`src/design/bfis_pkg.sv`:
```
// Shared constants, register codes, controller states, command and status types of the box shrink.
`timescale 1ns / 1ps
package bfis_pkg;

   localparam int FRAC_BITS   = 16;  // fraction bits of a 5.16 factor
   localparam int FACT_W      = 21;
   localparam int SIZE_W      = 13;
   localparam int POS_W       = 12;
   localparam int QUO_W       = 13;
   localparam int M_W         = FACT_W - FRAC_BITS + 1;
   localparam int NP_W        = 2 * M_W;
   localparam int PROD_W      = FACT_W + QUO_W;
   localparam int S_W         = PROD_W - FRAC_BITS;
   localparam int DIV_NUM_W   = SIZE_W + FRAC_BITS;
   localparam int FIELD_W     = 16;
   localparam int FIELD_COUNT = 4;
   localparam int BAND_CNT_W  = 3;
   localparam int CSR_IDX_W   = 3;
   localparam int CSR_DATA_W  = 32;
   localparam int MAX_SIZE    = 4096;

   localparam int MAX_OUT_WIDTH_DEF = 512;
   localparam int MAX_BANDS_DEF     = 4;
   localparam int SAMPLE_BITS_DEF   = 16;
   localparam int MAX_FACTOR_DEF    = 16;

   localparam logic [FACT_W-1:0]     FACTOR_RESET = 21'd131072;
   localparam logic [SIZE_W-1:0]     WIDTH_RESET  = 13'd640;
   localparam logic [SIZE_W-1:0]     HEIGHT_RESET = 13'd480;
   localparam logic [BAND_CNT_W-1:0] BANDS_RESET  = 3'd1;

   typedef enum logic [CSR_IDX_W-1:0] {
      CSR_X_FACTOR       = 3'd0,
      CSR_Y_FACTOR       = 3'd1,
      CSR_IN_WIDTH       = 3'd2,
      CSR_IN_HEIGHT      = 3'd3,
      CSR_BAND_COUNT     = 3'd4,
      CSR_SIGNED_SAMPLES = 3'd5
   } csr_index_type;

   typedef enum logic [3:0] {
      ST_CLEAR,
      ST_IDLE,
      ST_DIV_START,
      ST_DIV_WAIT,
      ST_MULT,
      ST_HITS,
      ST_CELL,
      ST_READ,
      ST_WRITE,
      ST_CHECK,
      ST_AVG_START,
      ST_AVG_WAIT,
      ST_OUT
   } ctrl_state_type;

   typedef struct packed {
      logic       clr_step;
      logic       take_pixel;
      logic       div_start;
      logic       mult_step;
      logic       hit_step;
      logic [1:0] cell_sel;
      logic       mem_rd;
      logic       mem_wr;
      logic       avg_start;
      logic       out_load;
   } dp_cmd_type;

   typedef struct packed {
      logic clr_last;
      logic div_busy;
      logic cell_ok;
      logic produced;
      logic avg_busy;
      logic out_full;
   } dp_status_type;

endpackage

```
`src/design/bfis_ctrl.sv`:
```
// Controller: sequences clearing, window search, cell updates, averaging and output.
`timescale 1ns / 1ps
module bfis_ctrl (
   input  logic                    clock,
   input  logic                    reset,
   input  logic                    req_tvalid,
   output logic                    req_tready,
   input  bfis_pkg::dp_status_type status,
   output bfis_pkg::dp_cmd_type    cmd
);
   import bfis_pkg::*;

   ctrl_state_type state_ff, state_in;
   logic [1:0]     cell_ff, cell_in;

   always_ff @(posedge clock) begin
      if (reset) begin
         state_ff <= ST_CLEAR;
         cell_ff  <= '0;
      end else begin
         state_ff <= state_in;
         cell_ff  <= cell_in;
      end
   end

   always_comb begin
      state_in     = state_ff;
      cell_in      = cell_ff;
      cmd          = '0;
      cmd.cell_sel = cell_ff;
      req_tready   = 1'b0;
      unique case (state_ff)
         ST_CLEAR: begin
            cmd.clr_step = 1'b1;
            if (status.clr_last) begin
               state_in = ST_IDLE;
            end
         end
         ST_IDLE: begin
            req_tready = 1'b1;
            if (req_tvalid) begin
               cmd.take_pixel = 1'b1;
               state_in       = ST_DIV_START;
            end
         end
         ST_DIV_START: begin
            cmd.div_start = 1'b1;
            state_in      = ST_DIV_WAIT;
         end
         ST_DIV_WAIT: begin
            if (!status.div_busy) begin
               state_in = ST_MULT;
            end
         end
         ST_MULT: begin
            cmd.mult_step = 1'b1;
            state_in      = ST_HITS;
         end
         ST_HITS: begin
            cmd.hit_step = 1'b1;
            cell_in      = '0;
            state_in     = ST_CELL;
         end
         ST_CELL: begin
            if (status.cell_ok) begin
               state_in = ST_READ;
            end else if (cell_ff == 2'd3) begin
               state_in = ST_CHECK;
            end else begin
               cell_in = cell_ff + 1'b1;
            end
         end
         ST_READ: begin
            cmd.mem_rd = 1'b1;
            state_in   = ST_WRITE;
         end
         ST_WRITE: begin
            cmd.mem_wr = 1'b1;
            if (cell_ff == 2'd3) begin
               state_in = ST_CHECK;
            end else begin
               cell_in  = cell_ff + 1'b1;
               state_in = ST_CELL;
            end
         end
         ST_CHECK: begin
            state_in = status.produced ? ST_AVG_START : ST_IDLE;
         end
         ST_AVG_START: begin
            cmd.avg_start = 1'b1;
            state_in      = ST_AVG_WAIT;
         end
         ST_AVG_WAIT: begin
            if (!status.avg_busy) begin
               state_in = ST_OUT;
            end
         end
         ST_OUT: begin
            if (!status.out_full) begin
               cmd.out_load = 1'b1;
               state_in     = ST_IDLE;
            end
         end
         default: state_in = ST_IDLE;
      endcase
   end
endmodule

```
`config.mk`:
```
export PLATFORM = sky130hd
export DESIGN_NAME = bfis_ctrl
export DESIGN_NICKNAME = d
export VERILOG_FILES = /design/src/design/bfis_pkg.sv /design/src/design/bfis_ctrl.sv
export SDC_FILE = /design/constraint.sdc
export NUM_CORES = 1
export LEC_CHECK = 0
export BUFFER_PORTS_ARGS = -buffer_cell sky130_fd_sc_hd__buf_2
export CORE_MARGIN = 2
export CORE_UTILIZATION = 50
export CTS_BUF_LIST = sky130_fd_sc_hd__clkbuf_4 sky130_fd_sc_hd__clkbuf_8
export CTS_CLUSTER_SIZE = 12
export DETAILED_ROUTE_END_ITERATION = 10
export PLACE_DENSITY = 0.78
export SETUP_SLACK_MARGIN = 0.05
export SLEW_MARGIN = 20
export SYNTH_ARGS = -nofsm -noshare
export SYNTH_HDL_FRONTEND = slang
export SYNTH_SLANG_ARGS = --single-unit
```
`constraint.sdc`:
```
create_clock -name clock -period 1.8 [get_ports clock]
set_input_delay 0.09 -clock clock [delete_from_list [all_inputs] [get_ports clock]]
set_output_delay 0.09 -clock clock [all_outputs]
set_load 0.1 [all_outputs]
```
# == Word level (Yosys, flattened, before mapping) ==
# Index checks and enable logic that the tools add are counted.
# word_totals
n_memories,0
wordCells,52
mem_bits_ro,0
latchBits,0
ramBits,0
output_inout_bits,12
regBits,6
# op_classes
shift,0
n_div,0
n_mux,25
add_sub_neg,1
multipliers,0
bitwise_logic,0
n_reduce_logical,4
n_lt_le_gt_ge,0
eq_ne,20
# op_table
op,count
case mux 4 bit (13 select lines),1
two-way mux 4 bit,9
"== test 4 bit, second input constant",5
"== test 4 x 3 -> 1 bit, second input constant",4
two-way mux 1 bit,12
"inequality test 2 bit, second input constant",6
"== test 4 x 2 -> 1 bit, second input constant",2
case mux 2 bit (3 select lines),1
AND reduction 6 bit,1
"== test 4 x 1 -> 1 bit, second input constant",1
logical NOT 4 bit,1
two-way mux 2 bit,2
"inequality test 3 bit, second input constant",1
nonzero test 3 bit,1
"adder 2 x 1 -> 2 bit, second input constant",1
"== test 2 bit, second input constant",1
AND reduction 2 bit,1

# == Depth between registers and ports, before layout ==
# Gate-level depths: netlist of run 1.
# depth
depth_word,4
ltp_mapped,7

# == Worst setup path before layout of run 1 ==
# No wires, ideal clock.
# synth_timing
kind,flip-flop to output port
startpoint,register state_ff[1]
endpoint,output port cmd[0] in the netlist's numbering
arrival_time_ns,3.680
path_stages_with_launch,4
path_buffers,2
slack_ns,-1.970
path_cell_list,dfxtp_1 > buf_6 > buf_8 > nor4b_1
# synth_lines
item,line,text
"start, declared",bfis_ctrl.sv:13,"ctrl_state_type state_ff, state_in;"
"start signal, assigned",bfis_ctrl.sv:21,state_ff <= state_in;
"end, declared",bfis_ctrl.sv:9,output bfis_pkg::dp_cmd_type cmd

# == Worst setup path in the final report of run 1 ==
# layout_timing
startpoint,register state_ff[2]
endpoint,register state_ff[1]
# layout_via
elab_chain_cells,3
word_cells_on_any_way,21
cone_classes,eq/ne (18); mux (1); reduce/logical (2)
# layout_lines
item,line,text
"== test 4 x 3 -> 1 bit, or another cell as far along",bfis_ctrl.sv:32,unique case (state_ff)
inequality test 3 bit (no source line) / inequality test 2 bit (equally long branches),-,
AND reduction 6 bit (no source line),-,
# Parallel ways exist; a longest one is shown, timed or not.
# A chain may end at the register's enable or synchronous reset.

==> reports/results.tsv, run 1 <==
metric	value	unit
synthTopCellsByArea	dfxtp_1 (17%), ha_1 (9.1%), nand3b_1 (4.4%)	
skew	12.6	ps
power.density	548	nW/um^2
synth_cells	83	
place.gp.congestion	0.909	
grt_pass1_wl	2700	microns
setup_violations	0	
outcome	finished clean	
fmax	0.558	GHz
start_util	53.5	%
grt.total_usage	24.1	%
wl_met2	999	microns
path_clk_slew	60	ps
yosysSeqAreaShare	17.5	%
placedCellCount	120	
dp_slack	-33.3	ps
yosysTopAreaCell	dfxtp_1	
port_buffers	20	
period_share	99.6	%
synth_async_sr_flop_share	0	%
antenna_found_initial	0	
p_int	336	uW
yosysWarnings	0	
synth.top_cell.area_share	17.5	%
ys_ff_latch	6	
numCtsBuffers	3	
synth_area	687	sq um
die_w	41.1	microns
synthTopCellsByCount	inv_1 (7), nor2_1 (7), dfxtp_1 (6)	
ir_drop	0.389	mV
synth-edff-count	0	
drc	0	
drive_above_1_share	53.6	%
max_slew_margin	67.6	%
tightest_slew	481	ps
cts.hold.buffers_added	0	
postSynthAreaPerCell	8.28	sq um
r2r_slack	7	ps
top_layer	met3	
boundaryPins	21	
grt_max_degree	13	
firstDrtPassIters	4	
cp.required	1940	ps
core_area	1280	sq um
wl_per_cell	15.0	microns
pwr-share-comb	45.8	%
dieArea	1690	sq um
clk_latency	260	ps
maxCapViolations	0	
final_nets	127	
fin_hold_ws	5.50	ps
vias	764	
cts.path.max_buffers	2	
rows	13	
cp-end-kind	register	
fin_crit	1790	ps
critPathKind	reg2reg	
cts_tree	built	
worstPathArrival	1930	ps
crit_path_start_kind	register	
syn2layout_area_growth	49.7	%
wirelength	1910	microns
viasPerCell	6.02	
swShare	40.5	%
final_antenna_net_count	0	
h-tree-depth	1	
rsz0062_at_grt	yes	
instances_no_fill	127	
die_h	41.1	microns
hold_class	in2reg	
slew_violations	0	
antennaDiodeCount	0	
hpwl	1430	microns
synthDistinctLibCells	40	
clkPwrFrac	27.8	%
synth_ff_type	dfxtp_1	
cp_max_fo	5	
fin_ws	7.17	ps
drtIter0Drc	21	
power.leakage	0.000406	uW
grt_overflow	0	
wl_met1	815	microns
p_switching	228	uW
root_buffer	clkbuf_4	
finalHoldViolations	0	
pwr-share-seq	26.4	%
mappedNetlistNets	97	
grt_pass1_vias	656	
wl_met3	94	microns
cts_sinks	6	
[flip-flops by register name, summed over array words and instances, names as in the netlist]
name,count
state_ff,4
cell_ff,2
[kinds of logic (layout without fill, tap and decap cells)]
family	after synthesis	count (layout)	synth area share, %
AO/OA/AOI/OAI	27	27	32.8
adder cells (fa/ha/maj)	5	5	9.11
buffers and inverters	11	40	10.4
flip-flops	6	6	17.5
AND/OR/NAND/NOR	34	34	30.2
[path summary, 6_finish.rpt]
check	start	cells past startpoint	to
hold / removal	reset	2	cell_ff[0]
setup / recovery	state_ff[2]	6	state_ff[1]
hold reg to reg	cell_ff[1]	2	cell_ff[1]
setup reg to reg	state_ff[2]	6	state_ff[1]
[layout by cell type (no fill, tap or decap), types with 2 or more instances in the layout]
cell       n
o21a_1     2
inv_1      4
dfxtp_4    4
and2_1     2
nand3_1    2
ha_4       2
nand2_1    5
buf_4     10
buf_2     14
nand3b_1   4
o31ai_2    2
inv_2      2
nand2b_1   3
o21ai_0    3
o311ai_0   2
nor2_1     5
ha_1       3
nor2_2     2
clkbuf_4   4
buf_12     5
a21oi_1    4
[routing by layer]
layer  GRT usage [%]  vias up
met2            43.0       33
met4            10.8        0
li1                -      363
met5               0        -
met3            3.80        0
met1            27.5      368
[metrics by stage]
step	setup TNS, ps	cell area, sq um	total power (uW)	utilization [%]
2_1_floorplan	0	738	320	-
3_3_place_gp	0	932	390	72.5
3_5_place_dp	-53.6	932	394	72.5
4_1_cts	0	965	554	75.1
5_1_grt	-75.7	1030	590	80.0
6_report	0	1030	564	80.0
[power by group through the flow]
stage / Sequential (uW) / Combinational [uW] / Clock (uW)
2_1_floorplan: 141 / 179 / 0
3_3_place_gp: 152 / 238 / 0
3_5_place_dp: 152 / 242 / 0
6_report: 149 / 258 / 157
4_1_cts: 149 / 242 / 163
5_1_grt: 149 / 272 / 169
[area by class of cell]
class	count	area [sq um]
Multi-Input combinational cell	66	568
Sequential cell	6	136
Clock buffer	4	30.0
Timing Repair Buffer	29	245
Fill cell	78	256
Tap cell	15	18.8
Inverter	7	30.0
[what timing repair did]
item	in CTS	in global routing
resized for setup	1	10
buffers inserted	0	3
setup endpoints to repair	3	5
pin swaps	0	4
cloned	0	0
[critical path, stage by stage (launching register included)]
cell,delay [ps]
dfxtp_4,370
inv_2,60
ha_4,170
a22oi_2,250
o22ai_4,130
or3_4,400
o31ai_1,290
Power figures use the tool's default switching activity.
==> run 2, diff against run 1 <==
Settings changed: CORE_UTILIZATION 50 to 49, CTS_BUF_LIST sky130_fd_sc_hd__clkbuf_4 sky130_fd_sc_hd__clkbuf_8 to sky130_fd_sc_hd__clkbuf_4 sky130_fd_sc_hd__clkbuf_8 sky130_fd_sc_hd__clkbuf_16, PLACE_DENSITY 0.78 to 0.77.
==> run 2 against run 1 <==
Clock skew is 9.2 ps lower. Clock power hardly changed. Worst hold slack improved by 19 ps. Core utilization increased by 0.057 points. Combinational power rose by 2%.
==> reports/results.tsv, run 2 (same netlist as run 1, synthesis figures left out) <==
metric	value	unit	change
ir_drop	0.415	mV	was 0.389 mV
timing.rr.start	state_ff[3]		was state_ff[2]
drtIter0Drc	19		was 21
viasPerCell	5.94		was 6.02
critPathKind	reg2reg		unchanged
setup_violations	0		unchanged
max_slew_margin	52.6	%	was 67.6%
grt_max_degree	14		was 13
largest_register_ffs	4		unchanged
clkPwrFrac	27.3	%	was 27.8%
period_share	95.7	%	was 99.6%
seqCellArea	134	sq um	was 136 sq um
cts.path.max_buffers	2		unchanged
pwr-share-comb	46.2	%	was 45.8%
power.leakage	0.000411	uW	was 0.000406 uW
cts_tree	built		unchanged
hpwl	1340	microns	was 1430 microns
worstSetupStartpoint	state_ff[3]		was state_ff[2]
regMostFlops	state_ff		unchanged
instances_no_fill	127		unchanged
h-tree-depth	1		unchanged
maxCapViolations	0		unchanged
grt_pass1_vias	648		was 656
cp_max_fo	6		was 5
crit_path_start_kind	register		unchanged
place.gp.congestion	0.893		was 0.909
boundaryPins	21		unchanged
r2r_slack	80	ps	was 7 ps
grt_pass1_wl	2750	microns	was 2700 microns
fillCellCount	86		was 78
drive_above_1_share	54.5	%	was 53.6%
mostFrequentLayoutCells	buf_2 (13), buf_4 (11), nor2_1 (5), nand2_1 (5), buf_12 (5)		was buf_2 (14), buf_4 (10), nor2_1 (5), nand2_1 (5), buf_12 (5)
swShare	41.1	%	was 40.5%
drc	0		unchanged
cp.required	1960	ps	was 1940 ps
rows	13		unchanged
p_int	336	uW	about the same
fmax	0.580	GHz	was 0.558 GHz
placedCellCount	120		unchanged
p_switching	235	uW	was 228 uW
tightest_slew	703	ps	was 481 ps
die_w	41.4	microns	was 41.1 microns
rsz0062_at_grt	no		was yes
antenna_found_initial	0		unchanged
final_area	1040	sq um	was 1030 sq um
clk_latency	250	ps	was 260 ps
port_buffers	20		unchanged
start_util	52.8	%	was 53.5%
fin_crit	1720	ps	was 1790 ps
worstPathArrival	1880	ps	was 1930 ps
cp-end-kind	register		unchanged
hold_class	in2reg		unchanged
syn2layout_area_growth	51.7	%	was 49.7%
wirelength	2040	microns	was 1910 microns
min_from	reset		unchanged
firstDrtPassIters	4		unchanged
multi_input_area	582	sq um	was 568 sq um
final_nets	127		unchanged
root_buffer	clkbuf_4		unchanged
dieArea	1720	sq um	was 1690 sq um
pwr-share-seq	26.5	%	was 26.4%
numCtsBuffers	3		unchanged
die_h	41.4	microns	was 41.1 microns
grt.total_usage	20.0	%	was 24.1%
slew_violations	0		unchanged
wl_per_cell	16.1	microns	was 15.0 microns
power.density	548	nW/um^2	about the same
cts_sinks	6		unchanged
placed_area	932	sq um	unchanged
reg_top3	state_ff (4), cell_ff (2)		unchanged
vias	754		was 764
antennaDiodeCount	0		unchanged
layout_commonest_cell	buf_2		unchanged
skew	3.46	ps	was 12.6 ps
outcome	finished clean		unchanged
finalHoldViolations	0		unchanged
grt_overflow	0		unchanged
path_clk_slew	50	ps	was 60 ps
core_area	1300	sq um	was 1280 sq um
final_antenna_net_count	0		unchanged
run 2: cell counts in the layout (fill, tap and decap cells not counted):
No cell type changed its count.
run 2: final timing paths:
kind | to | cells after the start
worst max-delay path | state_ff[2] | 6
worst min-delay path | cell_ff[1] | 2
worst max register to register | state_ff[2] | 6
worst min register to register | cell_ff[1] | 2
run 2: critical path, cell delays in order, from the launching register on:
cell and delay (ps):
dfxtp_4 370, inv_2 60, ha_4 170, a22oi_2 230
o22ai_4 130, or3_4 420, o31ai_2 240
run 2: timing repair:
action                     CTS  global route
gates resized for setup      3            10
hold buffers                 0             0
pin swaps                    0             4
setup endpoints to repair    5             6
setup buffers                0             3
run 2: area by class of cell:
cell class                 count  area share, %
multi-input combinational     66           55.8
timing repair buffer          29           23.8
sequential                     6           12.8
clock buffer                   4           2.88
inverter                       7           2.88
tap                           15           1.80
run 2: routing by layer:
layer | vias up | track usage, % | share of wire (%)
li1 | 364 | - | -
met1 | 358 | 25.7 | 43
met2 | 30 | 31.6 | 51
met3 | 2 | 4.35 | 5.6
met4 | 0 | 9.68 | 0.34
met5 | - | 0 | 0
run 2: power groups by stage:
stage	clock network [uW]	logic, uW	registers [uW]
CTS	156	242	150
global route	168	277	152
global placement	0	238	153
detailed placement	0	241	153
finish	156	264	151
floorplan	0	179	141
run 2: metrics by stage:
step | TNS [ps] | utilization, % | setup slack (ps) | hold WS, ps | power (uW)
finish | 0 | 80.1 | 76.9 | 24.8 | 571
global route | 0 | 80.1 | 32.1 | 12.5 | 597
CTS | 0 | 74.5 | 77.0 | 18.2 | 548
detailed placement | -3.44 | 71.6 | -3.44 | 282 | 394
global placement | 0 | 71.6 | 84.4 | 272 | 391
floorplan | 0 | - | 27.3 | 149 | 320
==> run 3, diff against run 2 <==
Settings changed: CELL_PAD_IN_SITES_DETAIL_PLACEMENT from default to 1, CELL_PAD_IN_SITES_GLOBAL_PLACEMENT from default to 2, CORE_UTILIZATION 49 to 28, PLACE_DENSITY 0.77 to default, PLACE_DENSITY_LB_ADDON from default to 0.1.
==> run 3 against run 2 <==
Maximum frequency is 0.56% higher. Clock skew up 6.3 ps. Via count fell by 5.3%. Non-clock buffer count down 1. Largest cell class unchanged. Critical endpoint is now state_ff[1].
==> reports/results.tsv, run 3 (same netlist as run 1, synthesis figures left out) <==
metric	value	unit	change
skew	9.80	ps	was 3.46 ps
rsz0062_at_grt	yes		was no
drtIter0Drc	2		was 19
clk_latency	250	ps	about the same
start_util	30.2	%	was 52.8%
core_area	2280	sq um	was 1300 sq um
setup_violations	0		unchanged
hpwl	1650	microns	was 1340 microns
hold_class	in2reg		unchanged
final_nets	126		was 127
path_clk_slew	50	ps	about the same
dieArea	2870	sq um	was 1720 sq um
placed_area	976	sq um	was 932 sq um
antennaDiodeCount	0		unchanged
mostFrequentLayoutCells	buf_2 (13), buf_12 (7), buf_4 (7)		was buf_2 (13), buf_4 (11), nor2_1 (5), nand2_1 (5), buf_12 (5)
period_share	95.2	%	was 95.7%
holdPathStages	2		unchanged
maxCapViolations	0		unchanged
reg_top3	state_ff (4), cell_ff (2)		unchanged
fin_hold_ws	17.4	ps	was 24.8 ps
drive_above_1_share	54.1	%	was 54.5%
root_buffer	clkbuf_4		unchanged
antenna_found_initial	0		unchanged
h-tree-depth	1		unchanged
cts_tree	built		unchanged
reg2reg_depth	6		unchanged
grt.total_usage	16.1	%	was 20.0%
rows	17		was 13
tightest_slew	559	ps	was 703 ps
layout_commonest_cell	buf_2		unchanged
crit_path_start_kind	register		unchanged
critPathKind	reg2reg		unchanged
ir_drop	0.380	mV	was 0.415 mV
numCtsBuffers	3		unchanged
cp-end-kind	register		unchanged
finalHoldViolations	0		unchanged
die_h	53.5	microns	was 41.4 microns
cp_max_fo	8		was 6
cts.hold.buffers_added	0		unchanged
boundaryPins	21		unchanged
fillCellCount	277		was 86
vias	714		was 754
fin_crit	1710	ps	was 1720 ps
regMostFlops	state_ff		unchanged
drc	0		unchanged
grt_pass1_wl	3350	microns	was 2750 microns
max_slew_margin	62.3	%	was 52.6%
grt_max_degree	13		was 14
wl_per_cell	14.5	microns	was 16.1 microns
outcome	finished clean		unchanged
final_antenna_net_count	0		unchanged
power.leakage	0.000409	uW	was 0.000411 uW
slew_violations	0		unchanged
port_buffers	20		unchanged
firstDrtPassIters	4		unchanged
largest_register_ffs	4		unchanged
viasPerCell	5.14		was 5.94
grt_pass1_vias	715		was 648
final_area	1060	sq um	was 1040 sq um
cts.path.max_buffers	2		unchanged
syn2layout_area_growth	54.6	%	was 51.7%
cp.required	1950	ps	was 1960 ps
grt_overflow	0		unchanged
place.gp.congestion	0.801		was 0.893
wirelength	2010	microns	was 2040 microns
die_w	53.5	microns	was 41.4 microns
fmax	0.584	GHz	was 0.580 GHz
r2r_slack	90	ps	was 80 ps
power.density	514	nW/um^2	was 548 nW/um^2
worstPathArrival	1860	ps	was 1880 ps
cts_sinks	6		unchanged
-- run 3: cell types whose count changed in the layout (fill, tap and decap cells not counted), sizes merged --
cell    before  now
buf         29   27
clkbuf       4    5
-- run 3: repair_timing --
action | in CTS | in global routing
buffers inserted | 0 | 2
endpoints found under the setup margin | 3 | 10
pin swaps | 0 | 1
gates resized for setup | 4 | 7
-- run 3: metrics by stage --
| stage | setup TNS [ps] | power, uW | cells | setup slack, ps | utilization [%] |
|---|---|---|---|---|---|
| after floorplan | 0 | 320 | 83 | 27.3 | - |
| after global placement | 0 | 397 | 133 | 51.5 | 42.9 |
| after detailed placement | -82.5 | 399 | 133 | -47.4 | 42.9 |
| after CTS | 0 | 556 | 137 | 51.9 | 45.4 |
| after global routing | 0 | 582 | 139 | 25.2 | 46.7 |
| final | 0 | 547 | 139 | 86.4 | 46.7 |
-- run 3: path summary, 6_finish.rpt --
| kind | end | startpoint |
|---|---|---|
| worst min register to register | cell_ff[1] | cell_ff[1] |
| worst max-delay path | state_ff[1] | state_ff[2] |
| worst max register to register | state_ff[1] | state_ff[2] |
| worst min-delay path | cell_ff[0] | reset |
-- run 3: area by class of cell --
| type | count | area (sq um) | share of cell area (%) |
|---|---|---|---|
| Clock buffer | 4 | 30.0 | 2.83 |
| Tap cell | 28 | 35.0 | 3.30 |
| Multi-Input combinational cell | 66 | 566 | 53.2 |
| Inverter | 7 | 30.0 | 2.83 |
| Timing Repair Buffer | 28 | 265 | 25.0 |
| Sequential cell | 6 | 136 | 12.8 |
-- run 3: critical path: stages (launching register included) --
cell	delay [ps]
dfxtp_4	360
inv_2	60
ha_4	190
a22oi_2	200
o22ai_2	130
or3_4	430
o31ai_2	250
-- run 3: power breakdown --
part	total, uW	internal (uW)	switching (uW)
clock network	149	99.1	50.3
logic	249	95.3	153
registers	148	133	15.9
total	547	327	220
-- run 3: metal layers --
layer / wire [microns] / vias to the layer above / GRT usage [%]
li1: - / 364 / -
met3: 38 / 2 / 0
met5: 0 / - / 0
met1: 951 / 337 / 20.0
met4: 8 / 0 / 7.69
met2: 1020 / 11 / 28.8
